`src/hdl/hopr_pkg.sv`:
```
// shared types, widths and constants of the helix offset rotation unit
package hopr_pkg;

  localparam int ANGLE_BITS_DEF = 16;
  localparam int CORDIC_STEPS   = 30;

  localparam int XY_W   = 34;  // cordic x/y, q1.30 with headroom
  localparam int Z_W    = 33;  // cordic residual angle, 2^-32 turn
  localparam int TRIG_W = 18;  // rounded sin/cos, q.16
  localparam int A_W    = 34;  // (t.n) t, 2^-28
  localparam int D_W    = 35;  // (t x n) x t, 2^-28
  localparam int C_W    = 33;  // t x n, 2^-28

  localparam logic signed [XY_W-1:0] CORDIC_GAIN = 34'sd652032874;

  localparam logic [31:0] RADIUS_RESET   = 32'h0001_0000;
  localparam logic [15:0] WINDINGS_RESET = 16'h0100;

  typedef logic signed [31:0]     coord_t;
  typedef logic signed [A_W-1:0]  avec_t;
  typedef logic signed [D_W-1:0]  dvec_t;
  typedef logic signed [C_W-1:0]  cvec_t;

  // per item values that ride along the cell chains
  typedef struct packed {
    coord_t [2:0] p;
    avec_t  [2:0] a;
    dvec_t  [2:0] d;
    cvec_t  [2:0] c;
  } side_t;

  // stage control handed from cell to cell
  typedef struct packed {
    logic en;
    logic valid;
  } ctl_t;

  // arctangent of 2^-step in units of 2^-32 turn
  function automatic logic [29:0] atan_turn(input int unsigned step);
    logic [29:0] r;
    case (step)
      0:  r = 30'd536870912;
      1:  r = 30'd316933406;
      2:  r = 30'd167458907;
      3:  r = 30'd85004756;
      4:  r = 30'd42667331;
      5:  r = 30'd21354465;
      6:  r = 30'd10680862;
      7:  r = 30'd5340245;
      8:  r = 30'd2670163;
      9:  r = 30'd1335087;
      10: r = 30'd667544;
      11: r = 30'd333772;
      12: r = 30'd166886;
      13: r = 30'd83443;
      14: r = 30'd41721;
      15: r = 30'd20860;
      16: r = 30'd10430;
      17: r = 30'd5215;
      18: r = 30'd2607;
      19: r = 30'd1303;
      20: r = 30'd651;
      21: r = 30'd325;
      22: r = 30'd162;
      23: r = 30'd81;
      24: r = 30'd40;
      25: r = 30'd20;
      26: r = 30'd10;
      27: r = 30'd5;
      28: r = 30'd2;
      29: r = 30'd1;
      default: r = 30'd0;
    endcase
    return r;
  endfunction

endpackage

```
`src/hdl/hopr_div_cell.sv`:
```
// one restoring division cell: one numerator bit, one quotient bit
module hopr_div_cell
  import hopr_pkg::*;
#(
  parameter int AB = ANGLE_BITS_DEF,
  parameter int NW = AB + 24
) (
  input  logic          clk,
  input  logic          rst,
  input  ctl_t          ctl,
  input  logic [15:0]   rem_in,
  input  logic [15:0]   den_in,
  input  logic [NW-1:0] num_in,
  input  logic [AB-1:0] quo_in,
  input  logic          zero_in,
  input  side_t         side_in,
  output logic          valid,
  output logic [15:0]   rem,
  output logic [15:0]   den,
  output logic [NW-1:0] num,
  output logic [AB-1:0] quo,
  output logic          zero,
  output side_t         side
);

  logic [16:0] trial;
  logic        fits;

  assign trial = {rem_in, num_in[NW-1]};
  assign fits  = (trial >= {1'b0, den_in});

  always_ff @(posedge clk) begin
    if (rst) begin
      valid <= 1'b0;
    end else if (ctl.en) begin
      valid <= ctl.valid;
    end
    if (ctl.en) begin
      rem  <= fits ? 16'(trial - {1'b0, den_in}) : trial[15:0];
      den  <= den_in;
      num  <= {num_in[NW-2:0], 1'b0};
      quo  <= {quo_in[AB-2:0], fits};
      zero <= zero_in;
      side <= side_in;
    end
  end

`ifndef SYNTHESIS
  // partial remainder always stays below a nonzero divisor
  a_rem_below_den: assert property (@(posedge clk) disable iff (rst)
    (valid && !zero) |-> (rem < den))
    else $error("division remainder not below divisor");
`endif

endmodule

```
`config.mk`:
```
export PLATFORM = sky130hd
export DESIGN_NAME = hopr_div_cell
export DESIGN_NICKNAME = d
export VERILOG_FILES = /design/src/hdl/hopr_pkg.sv /design/src/hdl/hopr_div_cell.sv
export SDC_FILE = /design/constraint.sdc
export NUM_CORES = 1
export LEC_CHECK = 0
export BUFFER_PORTS_ARGS = -buffer_cell sky130_fd_sc_hd__buf_2
export CAP_MARGIN = 25
export CELL_PAD_IN_SITES_DETAIL_PLACEMENT = 0
export CELL_PAD_IN_SITES_GLOBAL_PLACEMENT = 1
export CORE_AREA = 10 10 381 383
export DETAILED_ROUTE_END_ITERATION = 16
export DIE_AREA = 0 0 391 393
export PLACE_DENSITY_LB_ADDON = 0.05
export SETUP_SLACK_MARGIN = 0.4
export SLEW_MARGIN = 10
export SYNTH_ARGS = -nofsm -noshare
export SYNTH_HDL_FRONTEND = slang
export SYNTH_SLANG_ARGS = --single-unit
```
`constraint.sdc`:
```
create_clock -name clk -period 3.7 [get_ports clk]
set_clock_uncertainty 0.2 [all_clocks]
set_input_delay 0.74 -clock clk [delete_from_list [all_inputs] [get_ports clk]]
set_output_delay 0.74 -clock clk [all_outputs]
set_load 0.01 [all_outputs]
```
==> summary.txt <==
STA
  • Max Transition Viols Final: 0
  • Max Clock Freq: 345.5 MHz
  • Setup WS post-layout: 805.4 ps
  • Tmin final: 2895 ps
  • Fin crit share: 78.23%
  • RSZ-0062 raised after global routing: no
  • Setup TNS: 0 ps
  • Worst slew margin: 59.94%
  • Final setup violating endpoints: 0
  • Least-Margin Pin Slew: 600.9 ps
  • Hold Vio Cnt, Final: 0

Power
  • Clock power frac: 43.8%
  • Pwr dens: 519.6 nW/µm²
  • Internal Pwr Total: 0.01153 W
  • Power after layout: 0.01550 W
  • Sw power: 0.003971 W
  • Lkg Pwr: 12.24 nW
  • Logic pwr share: 12.7%
  • VDD IR-drop max: 0.0002635 V
  • Seq pwr share: 43.5%
  • Switching share of power: 25.61%

Global route
  • Remaining global-route overflow: 0
  • Total GRT Usage: 11.49%
  • Vias in the first global route: 13720
  • First-pass GRT wire length: 120700 µm
  • Largest net degree at the start of global routing: 71
  • Antenna violations before repair: 43

Routing
  • DRC: 0
  • Vias: 12330
  • DR vias/cell: 3.082
  • Post-route ant nets: 0
  • DR WL/cell: 23.32 µm
  • Pre-Repair DR Iteration Count: 6
  • Total wire length: 93320 µm
  • Initial DRC Count: 368

Min path
  • Hold Path End: side[106]$_DFFE_PP_
  • WHS Path Cells: 1
  • Worst Hold Launch: side_in[106]
  • Hold crit path type: input pin to flop

Worst setup path
  • Worst setup path category: input pin to flop
  • Crit path required time: 3880 ps
  • Crit. End Element: flop
  • R2r setup slk: 2910 ps
  • Worst r2r dst: valid$_SDFFE_PP0P_
  • Reg2reg path depth: 2
  • Worst r2r src: valid$_SDFFE_PP0P_
  • CP arrival: 3080 ps
  • Crit Path Max Fanout: 10
  • Startpoint type of the worst setup path: input pin

Floorplanning
  • Full die area: 153700 µm²
  • # IOs: 987
  • Chip Height: 393 µm
  • Cell Rows: 136
  • Initial Util: 11.66%
  • Die Wd: 391 µm
  • Core area: 137200 µm²

Logic synthesis
  • Post-synth EDFFs: 490
  • Sequential share of the synthesized area: 92.15%
  • Synth unique cells: 51
  • Primary FF master, synth: edfxtp_1
  • Cell count after synthesis: 652
  • Synth Register Bits: 491
  • Syn. warnings: 0
  • Syn Nets: 1164
  • Fraction of registers with async set/reset: 0%
  • Syn avg cell area: 24.52 µm²
  • Synthesized cell area: 15990 µm²

Layout
  • Commonest non-fill, non-tap cell in the layout: buf_2
  • Layout fillers: 14810
  • Syn-to-layout area delta: 86.61%
  • Most frequent cells in the layout: buf_2 (983), edfxtp_1 (490), dlygate4sd3_1 (408)
  • # nets final: 2650
  • Ratio of cells with drive above 1 in the final layout: 51.71%

Job
  • Max-Cap Viols: 0

Place
  • Routability cong.: 0.7128
  • DP Worst Slack: 131.0 ps
  • Final HPWL DP: 76600 µm
  • PortBufs: 984

CTS
  • Clock-pin slew on the worst setup and hold paths: 50 ps
  • Number of buffers created by CTS: 72
  • CTS max path bufs: 3
  • Clock root buffer: clkbuf_16
  • CTS tree: yes
  • Post-CTS sizing: 0
  • Clk sinks: 491
  • # H-tree levels: 3
  • Skew-Pair Late Insertion Delay: 660 ps

Status
  • Outcome: completed
logic make-up after synthesis:
logic type	Yosys count	share of synthesized area, %
AOI/OAI and AO/OA	52	2.622
xor gates and xnor gates	8	0.4382
adders and majority gates	17	1.377
buffers and inverters	29	0.7669
DFF	491	92.15
muxes	19	1.440
other	1	0.02345
and+or+nand+nor	35	1.182
registers in the layout, summed over array words and instances, names as in the netlist:
name   flops
num       39
den       16
quo       16
valid      1
zero       1
side     402
rem       16
metal layers:
metal | global-route usage, % | vias up | share of wire, %
li1 | - | 5637 | -
met1 | 10.76 | 5956 | 33
met2 | 21.84 | 571 | 55
met3 | 5.339 | 146 | 9.5
met4 | 3.734 | 20 | 3.2
met5 | 0 | - | 0.13
how the worst max path moves through the flow:
stage | to | cells past startpoint | startpoint
after floorplan | rem[10]$_DFFE_PP_ | 9 | den_in[6]
after global placement | rem[4]$_DFFE_PP_ | 10 | den_in[7]
after detailed placement | rem[4]$_DFFE_PP_ | 11 | den_in[1]
after CTS | rem[6]$_DFFE_PP_ | 11 | den_in[1]
after global routing | rem[6]$_DFFE_PP_ | 10 | den_in[7]
final | rem[6]$_DFFE_PP_ | 11 | den_in[1]
metrics by stage:
| stage | std cells | utilization, % | cell area [µm²] | hold slack (ps) |
|---|---|---|---|---|
| 2_1_floorplan | 652 | - | 15990 | 327.9 |
| 3_3_place_gp | 3450 | 17.08 | 23430 | 290.1 |
| 3_5_place_dp | 3450 | 17.08 | 23430 | 288.7 |
| 4_1_cts | 3985 | 21.73 | 29800 | 0.04663 |
| 5_1_grt | 3995 | 21.74 | 29820 | 4.069 |
| 6_report | 4001 | 21.76 | 29840 | 80.27 |
cell type report:
class | count | area (µm²) | share of cell area [%]
Antenna cell | 16 | 40.04 | 0.1342
Clock buffer | 88 | 1883 | 6.311
Clock inverter | 39 | 402.9 | 1.350
Inverter | 23 | 86.33 | 0.2893
Multi-Input combinational cell | 132 | 1132 | 3.795
Sequential cell | 491 | 14730 | 49.38
Tap cell | 1794 | 2245 | 7.523
Timing Repair Buffer | 1418 | 9314 | 31.22
power groups by stage:
stage	Clock, W	Combinational (W)	Sequential [W]
after floorplan	0	0.000192	0.00712
after global placement	0	0.00167	0.00687
after detailed placement	0	0.00165	0.00687
after CTS	0.00718	0.00207	0.00676
after global routing	0.00737	0.00213	0.00679
final	0.00679	0.00197	0.00675
synthesized netlist by cell type, types with 2 or more instances:
cell      number  area [µm²]
nor3_1         5       25.02
mux2_4         6       90.09
mux2_2         8       90.09
o211ai_1       2       15.01
o21ai_0       10       50.05
o31ai_1        3       22.52
nand4_1        2       12.51
and3_1         2       12.51
mux2i_1        5       50.05
a211oi_1       3       22.52
a21oi_1        8       40.04
nor2_1         8       30.03
ha_1          16       200.2
clkbuf_1       2       7.510
a211oi_2       2       25.02
edfxtp_1     490       14710
o31a_1         2       17.52
xnor2_1        4       35.03
nor2b_1        4       25.02
buf_2          2       10.01
nand2_1        6       22.52
inv_1         23       86.33
a211o_1        2       17.52
a21o_1         2       15.01
o21a_1         6       45.04
xor2_1         4       35.03
what timing repair did:
item | in CTS | in global routing
hold endpoints to repair | 408 | 0
setup buffers | 0 | 0
endpoints found under the setup margin | 0 | 0
hold buffers | 408 | 0
critical path, cell delays in order:
cell and delay [ps]:
buf_2 120, inv_1 50, ha_1 280, nor2b_1 150, o31a_1 280, o31ai_1 330
buf_4 170, a211oi_2 70, a2111oi_4 230, buf_4 290, mux2_2 370
Power figures use the tool's default switching activity.
