[src/hdl/hopr_pkg.sv]
// shared types, widths and constants of the helix offset rotation unit
package hopr_pkg;

  localparam int ANGLE_BITS_DEF = 16;
  localparam int CORDIC_STEPS   = 30;

  localparam int XY_W   = 34;  // cordic x/y, q1.30 with headroom
  localparam int Z_W    = 33;  // cordic residual angle, 2^-32 turn
  localparam int TRIG_W = 18;  // rounded sin/cos, q.16
  localparam int A_W    = 34;  // (t.n) t, 2^-28
  localparam int D_W    = 35;  // (t x n) x t, 2^-28
  localparam int C_W    = 33;  // t x n, 2^-28

  localparam logic signed [XY_W-1:0] CORDIC_GAIN = 34'sd652032874;

  localparam logic [31:0] RADIUS_RESET   = 32'h0001_0000;
  localparam logic [15:0] WINDINGS_RESET = 16'h0100;

  typedef logic signed [31:0]     coord_t;
  typedef logic signed [A_W-1:0]  avec_t;
  typedef logic signed [D_W-1:0]  dvec_t;
  typedef logic signed [C_W-1:0]  cvec_t;

  // per item values that ride along the cell chains
  typedef struct packed {
    coord_t [2:0] p;
    avec_t  [2:0] a;
    dvec_t  [2:0] d;
    cvec_t  [2:0] c;
  } side_t;

  // stage control handed from cell to cell
  typedef struct packed {
    logic en;
    logic valid;
  } ctl_t;

  // arctangent of 2^-step in units of 2^-32 turn
  function automatic logic [29:0] atan_turn(input int unsigned step);
    logic [29:0] r;
    case (step)
      0:  r = 30'd536870912;
      1:  r = 30'd316933406;
      2:  r = 30'd167458907;
      3:  r = 30'd85004756;
      4:  r = 30'd42667331;
      5:  r = 30'd21354465;
      6:  r = 30'd10680862;
      7:  r = 30'd5340245;
      8:  r = 30'd2670163;
      9:  r = 30'd1335087;
      10: r = 30'd667544;
      11: r = 30'd333772;
      12: r = 30'd166886;
      13: r = 30'd83443;
      14: r = 30'd41721;
      15: r = 30'd20860;
      16: r = 30'd10430;
      17: r = 30'd5215;
      18: r = 30'd2607;
      19: r = 30'd1303;
      20: r = 30'd651;
      21: r = 30'd325;
      22: r = 30'd162;
      23: r = 30'd81;
      24: r = 30'd40;
      25: r = 30'd20;
      26: r = 30'd10;
      27: r = 30'd5;
      28: r = 30'd2;
      29: r = 30'd1;
      default: r = 30'd0;
    endcase
    return r;
  endfunction

endpackage

[src/hdl/hopr_cordic_cell.sv]
// one cordic rotation cell with a fixed shift and arctangent
module hopr_cordic_cell
  import hopr_pkg::*;
#(
  parameter int STEP = 0
) (
  input  logic                   clk,
  input  logic                   rst,
  input  ctl_t                   ctl,
  input  logic signed [XY_W-1:0] x_in,
  input  logic signed [XY_W-1:0] y_in,
  input  logic signed [Z_W-1:0]  z_in,
  input  logic [1:0]             quad_in,
  input  side_t                  side_in,
  output logic                   valid,
  output logic signed [XY_W-1:0] x,
  output logic signed [XY_W-1:0] y,
  output logic signed [Z_W-1:0]  z,
  output logic [1:0]             quad,
  output side_t                  side
);

  logic signed [XY_W-1:0] dx, dy;
  logic signed [Z_W-1:0]  ang;

  assign dx  = x_in >>> STEP;
  assign dy  = y_in >>> STEP;
  assign ang = $signed(Z_W'(atan_turn(STEP)));

  always_ff @(posedge clk) begin
    if (rst) begin
      valid <= 1'b0;
    end else if (ctl.en) begin
      valid <= ctl.valid;
    end
    if (ctl.en) begin
      if (!z_in[Z_W-1]) begin
        x <= x_in - dy;
        y <= y_in + dx;
        z <= z_in - ang;
      end else begin
        x <= x_in + dy;
        y <= y_in - dx;
        z <= z_in + ang;
      end
      quad <= quad_in;
      side <= side_in;
    end
  end

`ifndef SYNTHESIS
  // residual angle never leaves a quarter turn
  a_z_bounded: assert property (@(posedge clk) disable iff (rst)
    valid |-> ((z <= 33'sd1073741824) && (z >= -33'sd1073741824)))
    else $error("cordic residual angle out of range");
`endif

endmodule

[config.mk]
export PLATFORM = sky130hd
export DESIGN_NAME = hopr_cordic_cell
export DESIGN_NICKNAME = d
export VERILOG_FILES = /design/src/hdl/hopr_pkg.sv /design/src/hdl/hopr_cordic_cell.sv
export SDC_FILE = /design/constraint.sdc
export NUM_CORES = 1
export LEC_CHECK = 0
export ABC_AREA = 1
export ABC_CLOCK_PERIOD_IN_PS = 2700
export BUFFER_PORTS_ARGS = -buffer_cell sky130_fd_sc_hd__buf_4
export CORE_AREA = 2 2 396 398
export DETAILED_ROUTE_END_ITERATION = 12
export DIE_AREA = 0 0 398 400
export GPL_TIMING_DRIVEN = 0
export REMOVE_ABC_BUFFERS = 1
export SYNTH_ARGS = -nofsm -noshare
export SYNTH_HDL_FRONTEND = slang
export SYNTH_SLANG_ARGS = --single-unit
[constraint.sdc]
create_clock -name clk -period 2.7 [get_ports clk]
set_input_delay 0.54 -clock clk [delete_from_list [all_inputs] [get_ports clk]]
set_output_delay 0.54 -clock clk [all_outputs]
set_load 0.03 [all_outputs]
==> out/qor.yml, run 1 <==
yosys:
  postSynthCellCount: 1923
  ys.flop_type: "edfxtp_1"
  avgSynthCellArea_um2: 11.7
  yosysUniqueCellTypes: 49
  synth_largest_area_cell: "edfxtp_1"
  synthTopCellsByArea: "edfxtp_1, nand2_1, ha_1"
  synth_top_area_share_pct: 67.1
  synth-async-reset-ratio_pct: 0
  yosysSeqAreaShare_pct: 67.2
  syn_area_um2: 22600
  synth-edff-count: 504
  synth-seq-cells: 505
  synth_warnings: 0
worst_setup_path:
  cp_slowest_cell: "ha_1"
  crit_path_end_kind: "register"
  crit_required_ps: 3070
  r2r-end: "valid$_SDFFE_PP0P_"
  cp.arrival_ps: 2970
  slowest_delay_ps: 630
  critPathBufInv: 2
  crit_path_frequent_cell: "nand2_1"
  path_class: "in2reg"
  path_cells: "buf_4 -> inv_1 -> ha_1 -> nand2_2 -> nor2_1 -> nand2_1 -> o211ai_1 -> nand2_1 -> nand2_1 -> nor2_1 -> o31ai_1"
  path_delay_family: "simple AND/OR/NAND/NOR gates"
  reg2reg_slack_ps: 2110
  start_kind: "input port"
  worst-path-max-fanout: 12
  reg2reg_depth: 2
  r2r_start: "valid$_SDFFE_PP0P_"
place:
  dp_cells: 4957
  portBuffers: 1014
  gp_congestion: 0.924
  dp_hpwl_um: 129000
global_route:
  grt_max_degree: 118
  grt_overflow: 0
  gr-usage-all-layers_pct: 18.0
  grt_pass1_vias: 20700
  antenna_found_initial: 149
  grt_pass1_wl_um: 187000
timing:
  finalHoldViolations: 0
  rsz0062_at_grt: "false"
  finClkSkew_ps: 0
  slew_viol_final: 0
  maxSlewHeadroom_pct: 41.7
  period_minus_slack_ps: 2600
  max_freq_ghz: 0.385
  whs_ps: 72.1
  setup_viol: 0
  worst_pin_slew_ps: 875
  fin_crit_sh_pct: 96.3
clocking:
  htreeDepth: 3
  clock_sinks: 505
  cts_tree: "done"
  insertion_delay_ps: 650
  clk_pin_slew_ps: 60
  post-cts-setup-buffer-count: 0
  cts_buffer_depth: 3
  cts_made_buffers: 69
  root_buffer: "clkbuf_16"
floorplanning:
  core_um2: 155000
  die-area_um2: 159000
  io_pins: 1015
  rows: 145
  fp.dieH_um: 400
  die_w_um: 398
  start_util_pct: 14.5
power_and_ir_drop:
  leakage_nw: 16.5
  ir_drop_mv: 0.522
  power.density_nw_per_um2: 669
route:
  drt-wirelength-per-cell_um: 27.5
  drt_iter0_drc: 1358
  wirelength_um: 150000
  drc: 0
  ant_nets: 0
  vias: 20900
  avgViaCountPerCell: 3.86
  first_pass_iters: 5
finish:
  drive_above_1_share_pct: 35.1
  nets: 3912
  syn2layout_area_growth_pct: 70.2
  regArea_um2: 15200
  multi_input_area_um2: 6280
  fillCellCount: 16600
  fin_cells: 5430
outcome:
  status: "completed"
flow_run:
  max-cap-violations: 0
min_path:
  hold_start: "side_in[73]"
  hold_path_end: "side[73]$_DFFE_PP_"
  min_path_cells: 1
  worstHoldPathType: "in2reg"
==> layout make-up <==
| cell class | count | share of cell area (%) |
|---|---|---|
| timing repair buffer | 1347 | 28.8 |
| tap | 2058 | 6.71 |
| inverter | 221 | 2.17 |
| clock inverter | 45 | 1.74 |
| antenna | 22 | 0.143 |
| sequential | 505 | 39.5 |
| clock buffer | 78 | 4.64 |
| multi-input combinational | 1154 | 16.4 |
==> layout by cell type (no fill, tap or decap), types with 3 or more instances in the layout <==
cell           instances
buf_4               1013
edfxtp_1             504
nand2_1              416
dlygate4sd3_1        328
inv_1                214
nand3_1              151
nor2_1               132
a21oi_1              118
ha_1                 100
o21ai_0               75
clkbuf_16             70
xor2_1                26
diode_2               22
o21ai_1               16
a21o_1                14
clkinv_2              12
nor3_1                12
bufinv_16             12
o21bai_1              11
a21oi_2               10
nand4_1               10
nor2_2                 8
clkbuf_1               8
clkinv_1               6
inv_2                  5
or2_2                  5
nand2_2                5
o31ai_1                5
clkinvlp_4             5
buf_16                 5
o22ai_1                4
fa_1                   4
o21a_1                 3
nor3_2                 3
a31oi_1                3
clkinv_16              3
==> flip-flops by register name (all words and copies together) (netlist names) <==
name / flops
valid: 1
z: 33
side: 402
x: 34
quad: 2
y: 33
==> power breakdown <==
part / switching [mW] / internal, mW / leakage (nW)
registers: 0.290 / 9.45 / 4.94
logic: 3.91 / 2.13 / 10.4
clock network: 3.94 / 5.99 / 1.18
total: 8.13 / 17.6 / 16.5
==> routing by layer <==
layer	global-route usage, %	wire [µm]	vias to the layer above
li1	-	-	9419
met2	33.9	78100	1106
met1	18.5	52600	9985
met3	6.21	12800	382
met4	5.22	5690	46
met5	0	293	-
==> cells in the mapped netlist, types with 3 or more instances <==
cell,instances
edfxtp_1,504
nand2_1,416
inv_1,214
nand3_1,151
nor2_1,132
a21oi_1,118
ha_1,101
o21ai_0,75
xor2_1,26
buf_4,24
o21ai_1,16
a21o_1,14
nor3_1,12
o21bai_1,11
a21oi_2,10
nand4_1,10
buf_2,8
nor2_2,8
inv_2,5
nand2_2,5
o31ai_1,5
or2_2,5
buf_6,4
clkbuf_1,4
fa_1,4
o22ai_1,4
a31oi_1,3
buf_1,3
nor3_2,3
o21a_1,3
==> cell families after synthesis <==
kind of cell               Yosys count  share of synthesized area, %
buffers and inverters              264                          4.98
adders and majority gates          105                          5.96
xor gates and xnor gates            26                          1.01
AOI/OAI and AO/OA                  267                          6.64
DFF                                505                          67.2
muxes                                1                        0.0444
and+or+nand+nor                    755                          14.2
==> worst register-to-register path, delay by kind of cell, from the launching register on <==
family	cells	cell delay, ps
flip-flops	1	310
multiplexers	1	120
AND/OR/NAND/NOR	1	50
==> worst max-delay path by stage <==
stage               depth (start not counted)  startpoint  slack, ps                 end
global route                               14     x_in[4]         20     x[30]$_DFFE_PP_
global placement                            3      ctl[1]      -3630  valid$_SDFFE_PP0P_
finish                                     11     x_in[4]        100     x[14]$_DFFE_PP_
CTS                                        14     x_in[3]        180     y[24]$_DFFE_PP_
detailed placement                         14     x_in[3]       -540     y[24]$_DFFE_PP_
floorplan                                   3    z_in[32]        -10     z[31]$_DFFE_PP_
==> what timing repair did <==
action,CTS,global route
hold buffers,328,0
gates resized for setup,0,1
endpoints found under the hold margin,328,0
setup endpoints to repair,0,1
==> metrics by stage <==
step                cell area (µm²)  util [%]  power (mW)  setup slack [ps]  TNS [ps]
global route                  38400      24.7        26.7              15.8         0
detailed placement            32600      21.0        15.4              -539    -14800
global placement              32500      20.9        15.5             -3630  -1853500
floorplan                     22300         -        12.4             -10.1     -10.1
CTS                           38300      24.7        26.2               179         0
finish                        38400      24.8        25.7               100         0
Power figures use the tool's default switching activity.
==> inputs of run 2 (changes only) <==
Settings changed: PLACE_DENSITY set to 0.3.
==> out/qor.yml, run 2 (same netlist as run 1, synthesis figures left out) <==
outcome:
  status: "completed"  # unchanged
finish:
  post-route-util_pct: 25.1  # was 24.8%
  drive_above_1_share_pct: 34.2  # was 35.1%
  final_common_cell: "buf_4"  # unchanged
  fillCellCount: 16800  # was 16600
  final_cell_mix: "buf_4, edfxtp_1, nand2_1"  # unchanged
  nets: 3987  # was 3912
  largest_register_ffs: 402  # unchanged
  top_regs: "side x402, x x34"  # unchanged
  regMostFlops: "side"  # unchanged
  syn2layout_area_growth_pct: 72.7  # was 70.2%
place:
  portBuffers: 1014  # unchanged
  gp_congestion: 0.858  # was 0.924
  dp_hpwl_um: 123000  # was 129000 µm
  place_ws_ps: -727  # was -539 ps
clocking:
  htreeDepth: 3  # unchanged
  root_buffer: "clkbuf_16"  # unchanged
  cts_made_buffers: 71  # was 69
  post-cts-setup-buffer-count: 0  # unchanged
  cts_tree: "done"  # unchanged
  cts_buffer_depth: 3  # unchanged
  insertion_delay_ps: 640  # was 650 ps
  clock_sinks: 505  # unchanged
  clk_pin_slew_ps: 50  # was 60 ps
worst_setup_path:
  crit_path_end_kind: "register"  # unchanged
  reg2reg_slack_ps: 2120  # was 2110 ps
  crit_required_ps: 3060  # was 3070 ps
  critical_path_depth: 13  # was 11
  critPathBufInv: 2  # unchanged
  slowest_delay_ps: 540  # was 630 ps
  path_cells: "buf_4 -> ha_1 -> inv_1 -> nand2_1 -> nand2_1 -> a21oi_1 -> nand2_1 -> nand2_1 -> nand2_1 -> nand2_1 -> nand3_1 -> nand3_1 -> nand2_1"  # was buf_4 -> inv_1 -> ha_1 -> nand2_2 -> nor2_1 -> nand2_1 -> o211ai_1 -> nand2_1 -> nand2_1 -> nor2_1 -> o31ai_1
  path_class: "in2reg"  # unchanged
  reg2reg_depth: 2  # unchanged
  start_kind: "input port"  # unchanged
  cp_slowest_cell: "ha_1"  # unchanged
  r2r_start: "valid$_SDFFE_PP0P_"  # unchanged
  r2r-end: "valid$_SDFFE_PP0P_"  # unchanged
  crit_path_frequent_cell: "nand2_1"  # unchanged
  cp.arrival_ps: 2870  # was 2970 ps
  worst-path-max-fanout: 11  # was 12
  path_delay_family: "simple AND/OR/NAND/NOR gates"  # unchanged
floorplanning:
  rows: 145  # unchanged
  fp.dieH_um: 400  # unchanged
  die_w_um: 398  # unchanged
  start_util_pct: 14.5  # unchanged
  io_pins: 1015  # unchanged
  die-area_um2: 159000  # unchanged
  core_um2: 155000  # unchanged
timing:
  fin_crit_sh_pct: 93.1  # was 96.3%
  worst_pin_slew_ps: 890  # was 875 ps
  rsz0062_at_grt: "false"  # unchanged
  max_freq_ghz: 0.398  # was 0.385 GHz
  setup_viol: 0  # unchanged
  finClkSkew_ps: 0  # unchanged
  worst_slack_ps: 186  # was 100 ps
  period_minus_slack_ps: 2510  # was 2600 ps
  slew_viol_final: 0  # unchanged
  finalHoldViolations: 0  # unchanged
  maxSlewHeadroom_pct: 40.7  # was 41.7%
  whs_ps: 74.0  # was 72.1 ps
min_path:
  hold_path_end: "z[2]$_DFFE_PP_"  # was side[73]$_DFFE_PP_
  hold_start: "z_in[2]"  # was side_in[73]
  min_path_cells: 1  # unchanged
  worstHoldPathType: "in2reg"  # unchanged
route:
  drt-wirelength-per-cell_um: 26.1  # was 27.5 µm
  wirelength_um: 144000  # was 150000 µm
  avgViaCountPerCell: 3.71  # was 3.86
  ant_nets: 0  # unchanged
  drc: 0  # unchanged
  drt_iter0_drc: 1054  # was 1358
  first_pass_iters: 7  # was 5
  vias: 20400  # was 20900
power_and_ir_drop:
  leakage_nw: 16.7  # was 16.5 nW
  power.density_nw_per_um2: 648  # was 669 nW/µm²
  ir_drop_mv: 0.398  # was 0.522 mV
global_route:
  grt_pass1_vias: 21400  # was 20700
  antenna_found_initial: 91  # was 149
  grt_overflow: 0  # unchanged
  gr-usage-all-layers_pct: 17.4  # was 18.0%
  grt_pass1_wl_um: 185000  # was 187000 µm
  grt_max_degree: 96  # was 118
flow_run:
  max-cap-violations: 0  # unchanged
## run 2: final cells by class
class | instances | area (µm²) | area share [%]
Sequential cell | 505 | 15200 | 38.9
Timing Repair Buffer | 1420 | 11800 | 30.2
Multi-Input combinational cell | 1154 | 6290 | 16.1
Tap cell | 2058 | 2570 | 6.61
Clock buffer | 81 | 1810 | 4.66
Inverter | 221 | 835 | 2.14
Clock inverter | 46 | 448 | 1.15
Antenna cell | 25 | 62.6 | 0.161
## run 2: what timing repair did
action / in CTS / in global routing
setup endpoints to repair: 0 / 13
hold buffers: 400 / 0
endpoints found under the hold margin: 400 / 0
gates resized for setup: 0 / 4
## run 2: how the worst max path moves through the flow
| stage | from | to | slack [ps] |
|---|---|---|---|
| 4_1_cts | z_in[32] | z[32]$_DFFE_PP_ | 2 |
| 3_3_place_gp | ctl[1] | valid$_SDFFE_PP0P_ | -4100 |
| 2_1_floorplan | z_in[32] | z[31]$_DFFE_PP_ | -10 |
| 5_1_grt | x_in[12] | y[32]$_DFFE_PP_ | 40 |
| 6_report | y_in[6] | y[27]$_DFFE_PP_ | 190 |
| 3_5_place_dp | z_in[32] | z[32]$_DFFE_PP_ | -730 |
## run 2: metal layers
layer  GRT usage (%)  wire [µm]  vias to the layer above
met3            4.63       9370                      249
li1                -          -                     9570
met1            17.9      51500                     9855
met2            34.1      78900                      747
met5               0         45                        -
met4            4.58       3970                       10
## run 2: report_power, final
group / leakage [nW] / total, mW / switching, mW / internal (mW)
Combinational: 10.7 / 6.15 / 3.95 / 2.20
Sequential: 4.94 / 9.66 / 0.219 / 9.44
Clock: 1.08 / 9.43 / 4.00 / 5.43
Total: 16.7 / 25.2 / 8.16 / 17.1
## run 2: through the flow
step           area (µm²)  total power, mW  std cells  setup TNS [ps]
3_3_place_gp        32500             15.5       4952        -2086800
3_5_place_dp        32600             15.5       4958          -43550
5_1_grt             38900             26.4       5493               0
2_1_floorplan       22300             12.4       1880           -10.1
6_report            39000             25.2       5510               0
4_1_cts             38900             25.8       5485               0
